### config.mk
export PLATFORM = sky130hd
export DESIGN_NAME = polygon_line_lateral_span
export DESIGN_NICKNAME = d
export VERILOG_FILES = /design/src/rtl/core/plls_pkg.sv /design/src/rtl/core/plls_ctrl.sv /design/src/rtl/core/plls_dp.sv /design/src/rtl/core/polygon_line_lateral_span.sv
export SDC_FILE = /design/constraint.sdc
export NUM_CORES = 2
export LEC_CHECK = 0
export BUFFER_PORTS_ARGS = -buffer_cell sky130_fd_sc_hd__buf_2
export CELL_PAD_IN_SITES_DETAIL_PLACEMENT = 1
export CELL_PAD_IN_SITES_GLOBAL_PLACEMENT = 1
export CORE_MARGIN = 5
export CORE_UTILIZATION = 45
export CTS_CLUSTER_DIAMETER = 150
export DETAILED_ROUTE_END_ITERATION = 8
export PLACE_DENSITY_LB_ADDON = 0.1
export SLEW_MARGIN = 10
export SYNTH_ARGS = -nofsm -noshare
export SYNTH_HDL_FRONTEND = slang
export SYNTH_SLANG_ARGS = --single-unit
### constraint.sdc
create_clock -name clk -period 11 [get_ports clk]
set_input_delay 0.55 -clock clk [delete_from_list [all_inputs] [get_ports clk]]
set_output_delay 0.55 -clock clk [all_outputs]
set_load 0.03 [all_outputs]
### src/rtl/core/plls_pkg.sv
// Shared types and constants of the polygon lateral span block.
// No dependencies; imported by the controller, datapath and top level.
package plls_pkg;

  typedef enum logic [1:0] {
    STAT_FOUND = 2'd0,
    STAT_NONE  = 2'd1,
    STAT_FEW   = 2'd2
  } span_status_t;

  localparam int unsigned MIN_VERTICES = 3;
  localparam logic [1:0]  COUNT_SAT    = 2'd3;

  // Commands from the controller to the datapath.
  typedef struct packed {
    logic capture;
    logic test;
    logic absv;
    logic prep;
    logic iter;
    logic calc;
    logic upd;
    logic post;
    logic emit;
    logic sel_close;
  } plls_cmd_t;

  // Status from the datapath to the controller.
  typedef struct packed {
    logic count_zero;
    logic last;
    logic in_range;
    logic equal_s;
    logic out_free;
  } plls_stat_t;

endpackage

### src/rtl/core/plls_ctrl.sv
// Sequencer of the lateral span block: walks each edge through test,
// magnitude, divide iterations and min/max update. Uses plls_pkg.
module plls_ctrl
  import plls_pkg::*;
#(
  parameter int COORD_WIDTH = 32
) (
  input  logic       clk,
  input  logic       rst_n,
  input  logic       in_valid,
  input  plls_stat_t stat,
  output logic       in_stall,
  output plls_cmd_t  cmd
);

  localparam int CNT_W = $clog2(COORD_WIDTH);

  typedef enum logic [3:0] {
    S_IDLE,
    S_TEST,
    S_ABS,
    S_PREP,
    S_ITER,
    S_CALC,
    S_UPD,
    S_POST,
    S_EMIT
  } state_t;

  state_t             state_r, state_nxt;
  logic               closing_r, closing_nxt;
  logic [CNT_W-1:0]   cnt_r, cnt_nxt;

  always_comb begin
    state_nxt     = state_r;
    closing_nxt   = closing_r;
    cnt_nxt       = cnt_r;
    cmd           = '0;
    cmd.sel_close = closing_r;
    unique case (state_r)
      S_IDLE: begin
        if (in_valid) begin
          cmd.capture = 1'b1;
          closing_nxt = 1'b0;
          // first vertex has no incoming edge
          state_nxt   = stat.count_zero ? S_POST : S_TEST;
        end
      end
      S_TEST: begin
        cmd.test  = 1'b1;
        state_nxt = S_ABS;
      end
      S_ABS: begin
        cmd.absv = 1'b1;
        if (!stat.in_range) begin
          state_nxt = closing_r ? S_EMIT : S_POST;
        end else if (stat.equal_s) begin
          state_nxt = S_CALC;
        end else begin
          state_nxt = S_PREP;
        end
      end
      S_PREP: begin
        cmd.prep  = 1'b1;
        cnt_nxt   = CNT_W'(COORD_WIDTH - 1);
        state_nxt = S_ITER;
      end
      S_ITER: begin
        cmd.iter = 1'b1;
        if (cnt_r == '0) begin
          state_nxt = S_CALC;
        end else begin
          cnt_nxt = cnt_r - 1'b1;
        end
      end
      S_CALC: begin
        cmd.calc  = 1'b1;
        state_nxt = S_UPD;
      end
      S_UPD: begin
        cmd.upd   = 1'b1;
        state_nxt = closing_r ? S_EMIT : S_POST;
      end
      S_POST: begin
        cmd.post = 1'b1;
        if (stat.last) begin
          closing_nxt = 1'b1;
          state_nxt   = S_TEST;
        end else begin
          state_nxt = S_IDLE;
        end
      end
      S_EMIT: begin
        // hold until the output register can take the result
        if (stat.out_free) begin
          cmd.emit  = 1'b1;
          state_nxt = S_IDLE;
        end
      end
      default: state_nxt = S_IDLE;
    endcase
  end

  always_ff @(posedge clk) begin
    if (!rst_n) begin
      state_r   <= S_IDLE;
      closing_r <= 1'b0;
      cnt_r     <= '0;
    end else begin
      state_r   <= state_nxt;
      closing_r <= closing_nxt;
      cnt_r     <= cnt_nxt;
    end
  end

  assign in_stall = (state_r != S_IDLE);

endmodule

### src/rtl/core/plls_dp.sv
// Datapath of the lateral span block: polygon state, edge operands,
// bit-serial scaled divider, min/max tracking and output register. Uses plls_pkg.
module plls_dp
  import plls_pkg::*;
#(
  parameter int COORD_WIDTH = 32
) (
  input  logic                          clk,
  input  logic                          rst_n,
  input  plls_cmd_t                     cmd,
  output plls_stat_t                    stat,
  input  logic signed [COORD_WIDTH-1:0] in_point_s,
  input  logic signed [COORD_WIDTH-1:0] in_point_l,
  input  logic signed [COORD_WIDTH-1:0] in_query_s,
  input  logic                          in_last_vertex,
  output logic                          out_valid,
  input  logic                          out_stall,
  output logic [1:0]                    out_status,
  output logic signed [COORD_WIDTH-1:0] out_l_min,
  output logic signed [COORD_WIDTH-1:0] out_l_max
);

  localparam int W = COORD_WIDTH;
  localparam logic [W-1:0] MAX_POS = {1'b0, {(W-1){1'b1}}};
  localparam logic [W-1:0] MIN_NEG = {1'b1, {(W-1){1'b0}}};

  // polygon state
  logic signed [W-1:0] first_s_r, first_l_r, prev_s_r, prev_l_r, query_r;
  logic signed [W-1:0] cur_s_r, cur_l_r;
  logic                last_r;
  logic [1:0]          count_r;
  logic signed [W-1:0] min_r, max_r;
  logic                hit_r;

  // edge operands
  logic [W:0]          dq_r, ds_r, dl_r;
  logic signed [W-1:0] l0_r;
  logic                in_range_r, equal_r, dir_r;
  logic [W-1:0]        a_r, b_r, dsh_r, ba_r;
  logic [W-1:0]        rem_r, quo_r;
  logic signed [W-1:0] l_r;

  // output register
  logic                out_valid_r;
  span_status_t        out_status_r;
  logic signed [W-1:0] out_l_min_r, out_l_max_r;

  function automatic logic [W-1:0] mag(input logic [W:0] x);
    logic [W:0] n;
    n = x[W] ? (~x + 1'b1) : x;
    return n[W-1:0];
  endfunction

  // edge endpoint selection
  logic signed [W-1:0] s0, l0, s1, l1;
  logic                range_nxt;

  always_comb begin
    s0 = cmd.sel_close ? cur_s_r   : prev_s_r;
    l0 = cmd.sel_close ? cur_l_r   : prev_l_r;
    s1 = cmd.sel_close ? first_s_r : cur_s_r;
    l1 = cmd.sel_close ? first_l_r : cur_l_r;
    range_nxt = ((query_r >= s0) && (query_r <= s1)) ||
                ((query_r >= s1) && (query_r <= s0));
  end

  // one step of floor(a*d/b): double the remainder mod b, then add a mod b
  logic [W:0]   rem2;
  logic         c1, c2, dbit;
  logic [W-1:0] rm, rem_nxt, quo_nxt;

  always_comb begin
    rem2    = {rem_r, 1'b0};
    c1      = (rem2 >= {1'b0, b_r});
    rm      = c1 ? W'(rem2 - {1'b0, b_r}) : rem2[W-1:0];
    dbit    = dsh_r[W-1];
    c2      = (rm >= ba_r);
    if (dbit) begin
      rem_nxt = c2 ? (rm - ba_r) : (rm + a_r);
    end else begin
      rem_nxt = rm;
    end
    quo_nxt = {quo_r[W-2:0], 1'b0} + W'(c1) + W'(dbit & c2);
  end

  logic signed [W-1:0] l_nxt;
  assign l_nxt = dir_r ? (l0_r + quo_r) : (l0_r - quo_r);

  span_status_t status_nxt;
  always_comb begin
    if (count_r < 2'(MIN_VERTICES)) begin
      status_nxt = STAT_FEW;
    end else if (!hit_r) begin
      status_nxt = STAT_NONE;
    end else begin
      status_nxt = STAT_FOUND;
    end
  end

  always_ff @(posedge clk) begin
    if (!rst_n) begin
      first_s_r   <= '0;
      first_l_r   <= '0;
      prev_s_r    <= '0;
      prev_l_r    <= '0;
      query_r     <= '0;
      count_r     <= '0;
      min_r       <= MAX_POS;
      max_r       <= MIN_NEG;
      hit_r       <= 1'b0;
      out_valid_r <= 1'b0;
    end else begin
      if (cmd.capture && (count_r == '0)) begin
        first_s_r <= in_point_s;
        first_l_r <= in_point_l;
        query_r   <= in_query_s;
      end
      if (cmd.post) begin
        prev_s_r <= cur_s_r;
        prev_l_r <= cur_l_r;
        count_r  <= (count_r == COUNT_SAT) ? COUNT_SAT : count_r + 1'b1;
      end
      if (cmd.upd) begin
        hit_r <= 1'b1;
        if (l_r < min_r) min_r <= l_r;
        if (l_r > max_r) max_r <= l_r;
      end
      if (cmd.emit) begin
        out_valid_r <= 1'b1;
        // back to the empty polygon
        first_s_r   <= '0;
        first_l_r   <= '0;
        prev_s_r    <= '0;
        prev_l_r    <= '0;
        query_r     <= '0;
        count_r     <= '0;
        min_r       <= MAX_POS;
        max_r       <= MIN_NEG;
        hit_r       <= 1'b0;
      end else if (!out_stall) begin
        out_valid_r <= 1'b0;
      end
    end
  end

  // payload registers
  always_ff @(posedge clk) begin
    if (cmd.capture) begin
      cur_s_r <= in_point_s;
      cur_l_r <= in_point_l;
      last_r  <= in_last_vertex;
    end
    if (cmd.test) begin
      dq_r       <= {query_r[W-1], query_r} - {s0[W-1], s0};
      ds_r       <= {s1[W-1], s1} - {s0[W-1], s0};
      dl_r       <= {l1[W-1], l1} - {l0[W-1], l0};
      l0_r       <= l0;
      in_range_r <= range_nxt;
      equal_r    <= (s0 == s1);
      rem_r      <= '0;
      quo_r      <= '0;
    end
    if (cmd.absv) begin
      a_r   <= mag(dq_r);
      b_r   <= mag(ds_r);
      dsh_r <= mag(dl_r);
      dir_r <= !dl_r[W];
    end
    if (cmd.prep) begin
      ba_r <= b_r - a_r;
    end
    if (cmd.iter) begin
      rem_r <= rem_nxt;
      quo_r <= quo_nxt;
      dsh_r <= {dsh_r[W-2:0], 1'b0};
    end
    if (cmd.calc) begin
      l_r <= l_nxt;
    end
    if (cmd.emit) begin
      out_status_r <= status_nxt;
      out_l_min_r  <= (status_nxt == STAT_FOUND) ? min_r : MAX_POS;
      out_l_max_r  <= (status_nxt == STAT_FOUND) ? max_r : MIN_NEG;
    end
  end

  always_comb begin
    stat.count_zero = (count_r == '0);
    stat.last       = last_r;
    stat.in_range   = in_range_r;
    stat.equal_s    = equal_r;
    stat.out_free   = !out_valid_r || !out_stall;
  end

  assign out_valid  = out_valid_r;
  assign out_status = out_status_r;
  assign out_l_min  = out_l_min_r;
  assign out_l_max  = out_l_max_r;

endmodule

### src/rtl/core/polygon_line_lateral_span.sv
// Non-final vertex: after accept, test, magnitude, divider set-up, divide iterations,
// span calculation, min/max update and post; an edge that misses skips to post, an
// edge of zero s extent skips the divider, and the first vertex of a polygon goes
// straight to post. Last vertex: both edges; one quotient bit per cycle in the divider.
// The result follows the closing edge, later only while an earlier result still waits.
// Reset (synchronous, rst_n low) empties the polygon and drops any pending result.
module polygon_line_lateral_span
  import plls_pkg::*;
#(
  parameter int COORD_WIDTH = 32
) (
  input  logic                          clk,
  input  logic                          rst_n,
  input  logic                          in_valid,
  output logic                          in_stall,
  input  logic signed [COORD_WIDTH-1:0] in_point_s,
  input  logic signed [COORD_WIDTH-1:0] in_point_l,
  input  logic signed [COORD_WIDTH-1:0] in_query_s,
  input  logic                          in_last_vertex,
  output logic                          out_valid,
  input  logic                          out_stall,
  output logic [1:0]                    out_status,
  output logic signed [COORD_WIDTH-1:0] out_l_min,
  output logic signed [COORD_WIDTH-1:0] out_l_max
);

  plls_cmd_t  cmd;
  plls_stat_t stat;

  plls_ctrl #(
    .COORD_WIDTH(COORD_WIDTH)
  ) u_ctrl (
    .clk      (clk),
    .rst_n    (rst_n),
    .in_valid (in_valid),
    .stat     (stat),
    .in_stall (in_stall),
    .cmd      (cmd)
  );

  plls_dp #(
    .COORD_WIDTH(COORD_WIDTH)
  ) u_dp (
    .clk            (clk),
    .rst_n          (rst_n),
    .cmd            (cmd),
    .stat           (stat),
    .in_point_s     (in_point_s),
    .in_point_l     (in_point_l),
    .in_query_s     (in_query_s),
    .in_last_vertex (in_last_vertex),
    .out_valid      (out_valid),
    .out_stall      (out_stall),
    .out_status     (out_status),
    .out_l_min      (out_l_min),
    .out_l_max      (out_l_max)
  );

endmodule

==> flow_metrics.env <==
export IMPL_status="complete, no violations"
export IMPL_clkLatencyLatePin_ns=0.67
export IMPL_critPathKind="reg2reg"
export IMPL_grt_overflow_total=0
export IMPL_cp_max_fo=61
export IMPL_dr_pass1_iters=5
export IMPL_grt_max_degree=86
export IMPL_rows=114
export IMPL_synth_nets=5049
export IMPL_end_kind="register"
export IMPL_p_leak_nw=19.19
export IMPL_setup_violations=0
export IMPL_finalMaxSlewViolations=0
export IMPL_diodes=0
export IMPL_die_h_um=322.3
export IMPL_p_per_area_nw_per_um2=348.3
export IMPL_synth_edf_count=488
export IMPL_cts_hold_buf=0
export IMPL_io_pins=169
export IMPL_cts_inserted_buffers=84
export IMPL_cts_setup_buffers=0
export IMPL_hp_start="in_last_vertex"
export IMPL_maxCapViolations=0
export IMPL_worst_ep_arrival_time_ns=8.36
export IMPL_async_flop_share_pct=0
export IMPL_cts_root_buf="clkbuf_16"
export IMPL_drt_iter0_drc=1989
export IMPL_slowest_stage="nor3_1"
export IMPL_crit_start="u_dp.rem_r[2]"
export IMPL_grt_pass1_vias=34449
export IMPL_clkSlewWorstSetupHoldPaths_ns=0.06
export IMPL_worstMarginPinSlew_ns=1.008
export IMPL_hp_class="in2reg"
export IMPL_synth_flop_cell="edfxtp_1"
export IMPL_final_hold_viol_count=0
export IMPL_cp_start_kind="register"
export IMPL_track_usage_pct=23.59
export IMPL_fill_cells=11056
export IMPL_cts_sinks=727
export IMPL_drc=0
export IMPL_largest_registers="u_dp.dl_r x33, u_dp.dq_r x33, u_dp.ds_r x33"
export IMPL_die_x_um=322.3
export IMPL_slowest_delay_ns=0.63
export IMPL_wl_per_cell_um=20.47
export IMPL_ys_seq_area_share_pct=44.28
export IMPL_fmax_mhz=125.1
export IMPL_cp_required_ns=11.37
export IMPL_antenna_found_initial=2
export IMPL_total_power_mw=17.01
export IMPL_num_vias=33826
export IMPL_drive_above_1_share_pct=8.891
export IMPL_ir_drop_uv=186.3
export IMPL_nNetsFinal=5166
export IMPL_cts_resized=0
export IMPL_core_area_um2=96710
export IMPL_fin_ws_ns=3.010
export IMPL_ys_ff_latch=727
export IMPL_antenna_left=0
export IMPL_cts_tree="yes"
export IMPL_post_place_ws_ns=3.079
export IMPL_yosysWarnings=0
export IMPL_syn_cell_area_um2=43900
export IMPL_period_needed_ns=7.991
export IMPL_io_buffers=168
export IMPL_dieArea_um2=103900
export IMPL_viasPerCell=5.596
export IMPL_relSlewSlack_pct=32.78
export IMPL_hpwl_um=93220
export IMPL_htree_levels=3
export IMPL_grt_pass1_wl_um=196300
export IMPL_worst_path_most_repeated_cell="ha_1"
export IMPL_reg2reg_from="u_dp.rem_r[2]"
export IMPL_cts_max_path_buffers=3
export IMPL_start_util_pct=45.39
export IMPL_wl_um=123700
export IMPL_netlist_instances=4582
export IMPL_rsz0062_at_grt="false"
export IMPL_rrSetupSlack_ns=3.01
export IMPL_setup_tns_ns=0
export IMPL_syn_mean_instance_area_um2=9.581
export IMPL_finClkSkew_ns=0.03014
export IMPL_finalCritPeriodShare_pct=72.64
export IMPL_gp_congestion=0.8797
export IMPL_ys_types=74
export IMPL_syn_to_final_growth_pct=11.23
## path summary, 6_finish.rpt
check / end / depth (start not counted)
worst min-delay path: u_dp.last_r / 1
worst max-delay path: u_dp.quo_r[28] / 28
worst max register to register: u_dp.quo_r[28] / 28
worst min register to register: u_dp.prev_l_r[4] / 2
## per-stage QoR
stage | utilization, % | std cells | instance area [um^2] | hold slack [ns]
global route | 50.49 | 6045 | 48830 | 0.03895
global placement | 47.61 | 5889 | 46040 | 0.4404
finish | 50.49 | 6045 | 48830 | 0.06280
floorplan | - | 4582 | 43900 | 0.4329
detailed placement | 47.61 | 5889 | 46040 | 0.4441
CTS | 50.49 | 6045 | 48830 | 0.01261
## layout make-up
class	count	area, um^2	area share (%)
repair buffers	200	1081	2.214
well taps	1276	1597	3.270
clock buffers	116	2354	4.820
inverters	316	1186	2.429
clock inverters	40	429.2	0.8789
flip-flops and latches	727	19440	39.82
multi-input cells	3370	22740	46.57
## critical path, delay by kind of cell (launching register included)
family / cells / cell delay, ns
flops: 1 / 0.43
xor+xnor: 1 / 0.17
simple gates: 10 / 1.88
buf+inv: 2 / 0.76
compound gates: 11 / 3.17
fa+ha+maj: 4 / 1.29
## layout by cell type (no fill, tap or decap), types with 31 or more instances in the layout
cell	instances
xor2_1	151
buf_2	168
clkbuf_16	85
a31oi_1	43
xnor2_1	222
a21oi_1	416
mux2i_1	106
nor2_1	285
mux2_2	44
nor3_1	64
nand2_1	592
or3_1	43
o21a_1	55
nand2b_1	34
o211ai_1	45
a21o_1	131
a211oi_1	43
nand3_1	90
edfxtp_1	488
o31ai_1	70
inv_1	312
and3_1	32
dfxtp_1	238
nand4_1	43
ha_1	358
nor2b_1	45
buf_4	32
o21bai_1	31
o21ai_0	211
## Yosys cell counts, types with 55 or more instances
cell type	number	share of area, %
a21o_1	131	2.2
a21oi_1	417	4.8
clkbuf_1	149	1.3
dfxtp_1	239	11
edfxtp_1	488	33
ha_1	358	10
inv_1	315	2.7
mux2i_1	107	2.4
nand2_1	594	5.1
nand3_1	91	1.0
nor2_1	288	2.5
nor3_1	67	0.76
o21a_1	55	0.94
o21ai_0	211	2.4
o31ai_1	70	1.2
xnor2_1	222	4.4
xor2_1	151	3.0
## power by group
part           switching (mW)  leakage (nW)  internal (mW)
Clock                    1.18          1.37           1.65
Combinational            5.76          11.4           3.77
Sequential              0.629          6.44           4.01
Total                    7.57          19.2           9.44
## logic make-up (layout without fill, tap and decap cells)
group / Yosys count / count (layout) / share of synthesized area, %
xor gates and xnor gates: 373 / 373 / 7.442
and+or+nand+nor: 1327 / 1327 / 13.67
DFF: 727 / 727 / 44.28
adders and majority gates: 366 / 366 / 10.57
muxes: 151 / 151 / 3.568
AOI/OAI and AO/OA: 1153 / 1153 / 16.33
buffers and inverters: 485 / 672 / 4.147
## per-layer routing
layer	up-vias	GRT usage [%]	routed length (um)
met2	637	34.89	51310
met5	-	0	0
met4	0	4.304	1679
met3	109	2.842	5637
li1	16651	-	-
met1	16429	37.40	65110
Power figures use the tool's default switching activity.
